[src/rtl/ord_pkg.sv]
`timescale 1ns / 1ps

package ord_pkg;

    localparam logic [7:0] STOP_BYTE = 8'h1a;
    localparam int unsigned HEADER_BYTES = 3;

    typedef enum logic [1:0] {
        PH_TYPE,
        PH_LEN_LO,
        PH_LEN_HI,
        PH_BODY
    } phase_t;

    typedef enum logic [1:0] {
        ST_COMPLETE  = 2'd0,
        ST_TRUNCATED = 2'd1,
        ST_ZERO_LEN  = 2'd2
    } status_t;

    typedef struct packed {
        logic [7:0]  record_type;
        logic [15:0] payload_length;
        logic [7:0]  checksum_received;
        logic [7:0]  checksum_computed;
        logic        checksum_ok;
        status_t     status;
    } result_t;

endpackage

[src/rtl/ord_parser.sv]
`timescale 1ns / 1ps

module ord_parser (
    input  logic             clk,
    input  logic             rst_n,
    input  logic             step,
    input  logic [7:0]       data_byte,
    input  logic             end_of_file,
    output logic             res_valid,
    output ord_pkg::result_t res
);

    ord_pkg::phase_t phase_reg, phase_next;
    logic [7:0]      type_reg, type_next;
    logic [15:0]     length_reg, length_next;
    logic [15:0]     remaining_reg, remaining_next;
    logic [7:0]      sum_reg, sum_next;
    logic            halted_reg, halted_next;
    logic [7:0]      calc;

    always_ff @(posedge clk or negedge rst_n)
    begin
        if (!rst_n)
        begin
            phase_reg     <= ord_pkg::PH_TYPE;
            type_reg      <= '0;
            length_reg    <= '0;
            remaining_reg <= '0;
            sum_reg       <= '0;
            halted_reg    <= 1'b0;
        end
        else if (step)
        begin
            phase_reg     <= phase_next;
            type_reg      <= type_next;
            length_reg    <= length_next;
            remaining_reg <= remaining_next;
            sum_reg       <= sum_next;
            halted_reg    <= halted_next;
        end
    end

    // checksum byte itself is never added, so the emitted checksum is always the negation of sum_next
    assign calc = 8'(8'd0 - sum_next);

    always_comb
    begin
        phase_next     = phase_reg;
        type_next      = type_reg;
        length_next    = length_reg;
        remaining_next = remaining_reg;
        sum_next       = sum_reg;
        halted_next    = halted_reg;
        res_valid      = 1'b0;
        res.record_type       = type_reg;
        res.payload_length    = 16'(length_reg - 16'd1);
        res.checksum_received = 8'd0;
        res.checksum_computed = calc;
        res.checksum_ok       = 1'b0;
        res.status            = ord_pkg::ST_TRUNCATED;

        if (!halted_reg)
        begin
            unique case (phase_reg)
                ord_pkg::PH_LEN_LO:
                begin
                    length_next = {8'd0, data_byte};
                    sum_next    = 8'(sum_reg + data_byte);
                    phase_next  = ord_pkg::PH_LEN_HI;
                end
                ord_pkg::PH_LEN_HI:
                begin
                    length_next = {data_byte, length_reg[7:0]};
                    sum_next    = 8'(sum_reg + data_byte);
                    if (length_next == 16'd0)
                    begin
                        res_valid          = 1'b1;
                        res.payload_length = 16'd0;
                        res.status         = ord_pkg::ST_ZERO_LEN;
                        halted_next        = 1'b1;
                        phase_next         = ord_pkg::PH_TYPE;
                    end
                    else if (end_of_file)
                    begin
                        res_valid          = 1'b1;
                        res.payload_length = 16'(length_next - 16'd1);
                    end
                    else
                    begin
                        remaining_next = length_next;
                        phase_next     = ord_pkg::PH_BODY;
                    end
                end
                ord_pkg::PH_BODY:
                begin
                    if (remaining_reg <= 16'd1)
                    begin
                        res_valid             = 1'b1;
                        res.checksum_received = data_byte;
                        res.checksum_ok       = (calc == data_byte);
                        res.status            = ord_pkg::ST_COMPLETE;
                        remaining_next        = 16'd0;
                        phase_next            = ord_pkg::PH_TYPE;
                    end
                    else
                    begin
                        sum_next       = 8'(sum_reg + data_byte);
                        remaining_next = 16'(remaining_reg - 16'd1);
                        res_valid      = end_of_file;
                    end
                end
                default:
                begin
                    if (data_byte == ord_pkg::STOP_BYTE)
                        halted_next = 1'b1;
                    else
                    begin
                        type_next      = data_byte;
                        sum_next       = data_byte;
                        length_next    = 16'd0;
                        remaining_next = 16'd0;
                        phase_next     = ord_pkg::PH_LEN_LO;
                    end
                end
            endcase
        end

        // end of file rearms for the next file whatever happened
        if (end_of_file)
        begin
            halted_next    = 1'b0;
            phase_next     = ord_pkg::PH_TYPE;
            remaining_next = 16'd0;
        end
    end

endmodule

[src/rtl/ord_out_stage.sv]
`timescale 1ns / 1ps

module ord_out_stage (
    input  logic             clk,
    input  logic             rst_n,
    input  logic             load,
    input  ord_pkg::result_t res,
    output logic             free,
    output logic             out_valid,
    input  logic             out_ready,
    output ord_pkg::result_t out_res
);

    logic             valid_reg;
    ord_pkg::result_t res_reg;

    // a waiting result can be taken in the same cycle a new one is loaded
    assign free      = !valid_reg || out_ready;
    assign out_valid = valid_reg;
    assign out_res   = res_reg;

    always_ff @(posedge clk or negedge rst_n)
    begin
        if (!rst_n)
            valid_reg <= 1'b0;
        else if (load)
            valid_reg <= 1'b1;
        else if (out_ready)
            valid_reg <= 1'b0;
    end

    always_ff @(posedge clk)
    begin
        if (load)
            res_reg <= res;
    end

endmodule

[src/rtl/object_record_deframer.sv]
`timescale 1ns / 1ps

// channel   | handshake                  | payload
// ----------+----------------------------+--------------------------------------------
// bytes in  | data_valid / data_ready    | data_byte, end_of_file
// records   | record_valid / record_ready| record_type, payload_length,
//           |                            | checksum_received, checksum_computed,
//           |                            | checksum_ok, status
//
// one byte per cycle; the record is loaded into the output register on the
// cycle its last byte (or cutting end of file) is accepted and shows in the next cycle
// data_ready drops only while a record waits and record_ready is low
// rst_n clears the parser phase, the halt flag and the output valid

module object_record_deframer (
    input  logic        clk,
    input  logic        rst_n,
    input  logic        data_valid,
    output logic        data_ready,
    input  logic [7:0]  data_byte,
    input  logic        end_of_file,
    output logic        record_valid,
    input  logic        record_ready,
    output logic [7:0]  record_type,
    output logic [15:0] payload_length,
    output logic [7:0]  checksum_received,
    output logic [7:0]  checksum_computed,
    output logic        checksum_ok,
    output logic [1:0]  status
);

    logic             step;
    logic             res_valid;
    logic             free;
    ord_pkg::result_t res;
    ord_pkg::result_t out_res;

    assign data_ready = free;
    assign step       = data_valid && free;

    ord_parser u_parser (
        .clk         (clk),
        .rst_n       (rst_n),
        .step        (step),
        .data_byte   (data_byte),
        .end_of_file (end_of_file),
        .res_valid   (res_valid),
        .res         (res)
    );

    ord_out_stage u_out (
        .clk       (clk),
        .rst_n     (rst_n),
        .load      (step && res_valid),
        .res       (res),
        .free      (free),
        .out_valid (record_valid),
        .out_ready (record_ready),
        .out_res   (out_res)
    );

    assign record_type       = out_res.record_type;
    assign payload_length    = out_res.payload_length;
    assign checksum_received = out_res.checksum_received;
    assign checksum_computed = out_res.checksum_computed;
    assign checksum_ok       = out_res.checksum_ok;
    assign status            = out_res.status;

endmodule

[config.mk]
export PLATFORM = sky130hd
export DESIGN_NAME = object_record_deframer
export DESIGN_NICKNAME = d
export VERILOG_FILES = /design/src/rtl/ord_pkg.sv /design/src/rtl/ord_parser.sv /design/src/rtl/ord_out_stage.sv /design/src/rtl/object_record_deframer.sv
export SDC_FILE = /design/constraint.sdc
export NUM_CORES = 1
export LEC_CHECK = 0
export BUFFER_PORTS_ARGS = -buffer_cell sky130_fd_sc_hd__buf_4
export CAP_MARGIN = 20
export CELL_PAD_IN_SITES_DETAIL_PLACEMENT = 1
export CELL_PAD_IN_SITES_GLOBAL_PLACEMENT = 1
export CORE_MARGIN = 3
export CORE_UTILIZATION = 42
export CTS_CLUSTER_SIZE = 40
export DETAILED_ROUTE_END_ITERATION = 8
export PLACE_DENSITY = 0.79
export REMOVE_ABC_BUFFERS = 1
export SYNTH_ARGS = -nofsm -noshare
export SYNTH_HDL_FRONTEND = slang
export SYNTH_SLANG_ARGS = --single-unit
[constraint.sdc]
create_clock -name clk -period 4.18 [get_ports clk]
set_input_delay 0.836 -clock clk [delete_from_list [all_inputs] [get_ports clk]]
set_output_delay 0.836 -clock clk [all_outputs]
set_load 0.02 [all_outputs]
Word level (Yosys, flattened, before mapping)
Index checks and enable logic that the tools add are counted.

Register bits after elaboration: 95. Input bits: 13. Output and inout bits: 45. Word-level logic and storage cells: 92.

$add $sub $neg: 5. $lt $le $gt $ge: 1. Equal/unequal tests: 13. Muxes and demuxes: 38. Bitwise operators: 6. Reduce and logical (&&, ||, !) cells: 15.

Operators with widths (count): $mux W16 (8); $pmux W16 S3 (2); $sub A16 B1 Y16 const B (3); $mux W8 (5); $mux W24 (1); $le A16 B1 Y1 const B (1); $logic_not A16 Y1 (1); $pmux W8 S2 (1); $mux W2 (6); $reduce_and A4 Y1 (3); $mux W1 (11); $reduce_and A5 Y1 (2); $add A8 B8 Y8 (1); $eq A8 B5 Y1 const B (1); $eq A8 B8 Y1 (1); $sub A1 B8 Y8 const A (1); $ne A2 B2 Y1 const B (3); $ne A3 B3 Y1 const B (2); $not A1 Y1 (6); $pmux W2 S3 (1); $reduce_or A3 Y1 (2); $ne A5 B5 Y1 const B (1); $eq A2 B2 Y1 const B (2); $ne A4 B4 Y1 const B (1); other kinds (9) (12).

Longest topological paths before layout
Depth in word-level cells: 6. Mapped depth: 13. Depth with buffers taken out: 12.

Modules after synthesis
A second synthesis with hierarchy kept.

Cell total of the unflattened synthesis: 566. Area total of the unflattened synthesis: 5689.2 µm².

By module, submodules not included: ord_parser (instances 1, cells each 518, area each 4337.9 µm², seq. area each 1276.2 µm²); ord_out_stage (instances 1, cells each 46, area each 1338.8 µm², seq. area each 1316.3 µm²); object_record_deframer (instances 1, cells each 2, area each 12.5 µm², seq. area each 0.0 µm²).

Worst setup path before layout
Ideal clock, no wire load.

Kind: register to register. Start point: register u_parser.length_reg[3]. End point: register u_out.res_reg, in the netlist u_out.out_res[0] (enable). Setup time: 0.459 ns. Arrival time: 4.128 ns. Data required time: 3.721 ns. Setup slack: -0.407 ns. Cell stages (with the launch flop): 7. Buffers on the path: 1. Clock period less this slack: 4.587 ns. Cell sequence: dfrtp_1 or3_1 nor4b_2 and3_1 clkbuf_1 o21ai_0 a21oi_1.

Longest elaborated chain between the ends: 5.

RTL lines: start, declared (line ord_parser.sv:15) `logic [15:0] length_reg, length_next;`; start signal, assigned (line ord_parser.sv:36) `length_reg <= length_next;`; $logic_not A16 Y1 (line ord_parser.sv:75) `if (length_next == 16'd0)`; $mux W1 (line ord_parser.sv:75); $pmux W1 S2 (line ord_parser.sv:64) `unique case (phase_reg)`; $mux W1 (line ord_parser.sv:62) `if (!halted_reg)`; $logic_and A1 B1 Y1 (line object_record_deframer.sv:54) `.load (step && res_valid),`; net u_out.load (line ord_out_stage.sv:6) `input logic load,`; end signal, assigned (line ord_out_stage.sv:35) `res_reg <= res;`; end, declared (line ord_out_stage.sv:15) `ord_pkg::result_t res_reg;`.

The timed path passes the listed nets, and every way through them passes these cells. A chain may end at the register's enable or synchronous reset.

Worst setup path in the final report
Start point: register u_parser.remaining_reg[11]. End point: register u_out.res_reg, in the netlist u_out.out_res[2], data pin.

Longest elaborated chain between the ends: 6. Elaborated cells on any way between the ends: 8. Those cells by class: 1 x add/sub; 1 x order compare; 1 x eq/ne; 3 x mux; 1 x bitwise; 1 x reduce/logical.

RTL lines: start, declared (line ord_parser.sv:16) `logic [15:0] remaining_reg, remaining_next;`; start signal, assigned (line ord_parser.sv:37) `remaining_reg <= remaining_next;`; $le A16 B1 Y1 * (line ord_parser.sv:96) `if (remaining_reg <= 16'd1)`; $mux W8 (line ord_parser.sv:96); $pmux W8 S2 (line ord_parser.sv:64); $mux W8 (line ord_parser.sv:62); $sub A1 B8 Y8 (line ord_parser.sv:44) `assign calc = 8'(8'd0 - sum_next);`; $eq A8 B8 Y1 (line ord_parser.sv:100) `res.checksum_ok = (calc == data_byte);`.

Mark *: on every way between the ends. The rest lies on a longest branch, timed or not.

==> qor.csv <==
stage,metric,value,unit
outcome,status,"complete, no violations",
logic_synthesis,count of cell types in the netlist,72,
logic_synthesis,Syn. warnings,0,
min_path,Hold Crit Class,register to register,
logic_synthesis,ys async rst share,0.547,
clock_network,"CTS clk-pin slew, worst paths",0.07,ns
clock_network,"Hold-fix buffers, CTS",0,
layout,max reg flops,43,
logic_synthesis,sequential share of the synthesized area,0.455,
logic_synthesis,Cells after Synth,566,
timing,slew of the pin with the lowest slew margin,1.07,ns
critical_path,worst-path fanout max,5,
power,Pleak,2.79,nW
global_routing,number of global-route vias before repair,5092,
layout,share of cells above drive strength 1,0.193,
timing,Final min period,4.01,ns
logic_synthesis,number of flops mapped to enable cells by yosys,43,
placement,DP Area,6400,µm²
clock_network,Clock Tree Buf Depth,2,
critical_path,Crit. End Element,register,
floorplan,die height,123,µm
clock_network,CTS H-tree depth,3,
global_routing,GRT overflow,0,
detailed_routing,DR iter-0 viols,430,
layout,Final nets,656,
global_routing,first-pass GRT wire length,28.7,mm
timing,normalized max-slew margin,0.290,
global_routing,Tot GR Track Use,0.250,
detailed_routing,Via density,6.12,
placement,IO Port Bufs,57,
layout,Final Util,0.524,
detailed_routing,DRC errors left,0,
layout,footprint of the multi-input gates,2940,µm²
clock_network,Clock Sinks,95,
logic_synthesis,ys flop type,dfrtp_1,
critical_path,CP most frequent cell,or4_4,
detailed_routing,drt pass-1 iters,6,
global_routing,initial antenna violation count,0,
logic_synthesis,Seq cells post-synth,95,
critical_path,RR Endpoint,u_out.out_res[2],
logic_synthesis,syn_area_per_cell,10.1,µm²
floorplan,CORE AREA,12900,µm²
floorplan,std cell rows,41,
critical_path,crit-path cells,or4_4 > or4_4 > o31a_1 > a221o_1 > nand2_1 > ha_1 > nor4bb_1 > xnor3_1 > nand4_1 > and4bb_1,
clock_network,Post-CTS Resized,0,
floorplan,Initial Util,0.441,
layout,storage element area,2590,µm²
power,Peak VDD IR,0.275,mV
min_path,HP Start,u_parser.type_reg[1],
placement,Final GP Congestion,0.902,
critical_path,cell depth of the worst flop-to-flop path,10,
critical_path,"Slowest-stage cell, CP",or4_4,
critical_path,Reg2Reg Setup Slack,0.17,ns
detailed_routing,routed len/inst,22.5,µm
logic_synthesis,Synth Cell Area,5700,µm²
critical_path,Worst Path Required,4.29,ns
clock_network,worst skew pair latency,0.36,ns
detailed_routing,DR vias,4923,
timing,post-route clock skew,0.00761,ns
power,PwrDens,852,nW/µm²
detailed_routing,Post-Route WL,18.1,mm
critical_path,CP Launch Point,u_parser.remaining_reg[11],
critical_path,crit path kind,register to register,
detailed_routing,Antenna Nets Post-Route,0,
min_path,Worst Hold Depth,0,
timing,Final Setup Violations,0,
global_routing,largest net degree at the start of global routing,53,
clock_network,postcts setup bufs,0,
layout,fill cell count,1463,
floorplan,die extent in x,123,µm
critical_path,Worst Setup Start Kind,register,
layout,area grow syn2layout,18.9,%
run,max cap viols,0,
floorplan,IO Pins,58,
layout,Antenna diodes,0,
clock_network,Num CTS Buffers,9,
timing,ratio of final minimum period to clock period,0.959,
timing,Final Max Slew Viols,0,
critical_path,worst r2r src,u_parser.remaining_reg[11],
min_path,worst hold path endpoint,u_out.out_res[36],
floorplan,die area,15000,µm²
clock_network,root buffer selected by CTS,clkbuf_16,
placement,DP HPWL,12.8,mm
critical_path,"slowest stage delay, CP",0.57,ns
timing,RSZ-0062 raised after global routing,false,
critical_path,Arrival @ worst endpoint,4.12,ns
timing,final hold viol count,0,
layout,cell area after layout,6780,µm²
clock_network,CTS tree,yes,
timing,Max Fclk,250,MHz
-- worst max-delay path by stage --
stage,endpoint,cells past startpoint,slack [ns]
floorplan,u_out.out_res[0],5,-0.33
global placement,u_out.out_res[2],11,0.26
detailed placement,u_out.out_res[2],12,0.10
CTS,u_out.out_res[2],10,0.19
global route,u_out.out_res[2],10,0.08
finish,u_out.out_res[2],10,0.17
-- report_power, final --
| part | internal (mW) | total [mW] | switching [mW] |
|---|---|---|---|
| logic | 1.32 | 3.10 | 1.79 |
| registers | 1.38 | 1.62 | 0.237 |
| clock network | 0.656 | 1.05 | 0.397 |
| total | 3.35 | 5.78 | 2.42 |
-- cell families after synthesis --
group	after synthesis	synth area share
DFF	95	0.455
AOI/OAI and AO/OA	159	0.193
and+or+nand+nor	197	0.189
xor gates and xnor gates	45	0.0812
adders and majority gates	16	0.0364
muxes	7	0.0138
buffers and inverters	47	0.0316
-- synth_stat cells (4+ instances only) --
cell / number / area share
a21oi_1: 19 / 0.017
and2_1: 11 / 0.012
nor2b_1: 5 / 0.0055
nor3_1: 15 / 0.013
clkbuf_1: 24 / 0.016
o22a_1: 4 / 0.0061
o22ai_1: 12 / 0.013
ha_1: 15 / 0.033
dfrtp_1: 52 / 0.23
o21ai_0: 46 / 0.040
and3_1: 6 / 0.0066
or3_1: 9 / 0.0099
a221o_1: 5 / 0.0088
o211ai_1: 4 / 0.0053
a22o_1: 18 / 0.028
nand3_1: 6 / 0.0053
nor3b_1: 7 / 0.0092
xnor3_1: 5 / 0.020
nand2b_1: 7 / 0.0077
a31oi_1: 4 / 0.0044
nor2_1: 46 / 0.030
mux2_2: 7 / 0.014
xnor2_1: 23 / 0.035
nor4_1: 8 / 0.0088
edfxtp_1: 43 / 0.23
nand2_1: 48 / 0.032
or2_2: 5 / 0.0055
a22oi_1: 11 / 0.014
xor2_1: 17 / 0.026
o31a_1: 4 / 0.0061
inv_1: 19 / 0.013
o31ai_1: 5 / 0.0066
-- layout by cell type (no fill, tap or decap), drive strengths merged, types with 17 or more instances in the layout --
master,instances
a22o,18
nor2,46
xor2,17
edfxtp,43
inv,22
nand2,48
a21oi,19
dfrtp,52
o21ai,47
buf,78
xnor2,23
-- area by class of cell --
class,instances,area share
clock buffer,9,0.0332
clock inverter,7,0.0223
inverter,19,0.0105
multi-input combinational,424,0.433
sequential,95,0.382
tap,172,0.0317
timing repair buffer,78,0.0864
-- layer usage --
metal / part of all wire / wire length, µm / up-vias / global-route usage
met2: 0.49 / 8900 / 181 / 0.428
met4: 0.016 / 286 / 0 / 0.0721
li1: - / - / 2231 / -
met1: 0.43 / 7750 / 2493 / 0.335
met3: 0.062 / 1120 / 18 / 0.0300
met5: 0 / 0 / - / 0
-- critical path: cells and delay by family (launching register included) --
kind,cells,cell delay (ns)
AO/OA/AOI/OAI,2,0.73
flip-flops,1,0.42
AND/OR/NAND/NOR,6,2.01
adder cells (fa/ha/maj),1,0.30
XOR/XNOR,1,0.30
-- metrics by stage --
step | setup TNS (ns) | total power, mW | hold slack [ns] | setup slack (ns) | instances
after floorplan | -14.58 | 3.71 | 0.419 | -0.332 | 538
after global placement | 0 | 4.51 | 0.428 | 0.259 | 788
after detailed placement | 0 | 4.69 | 0.434 | 0.104 | 788
after CTS | 0 | 5.77 | 0.454 | 0.195 | 804
after global routing | 0 | 6.12 | 0.463 | 0.0810 | 804
final | 0 | 5.78 | 0.449 | 0.173 | 804
(Power assumes the default switching activity.)
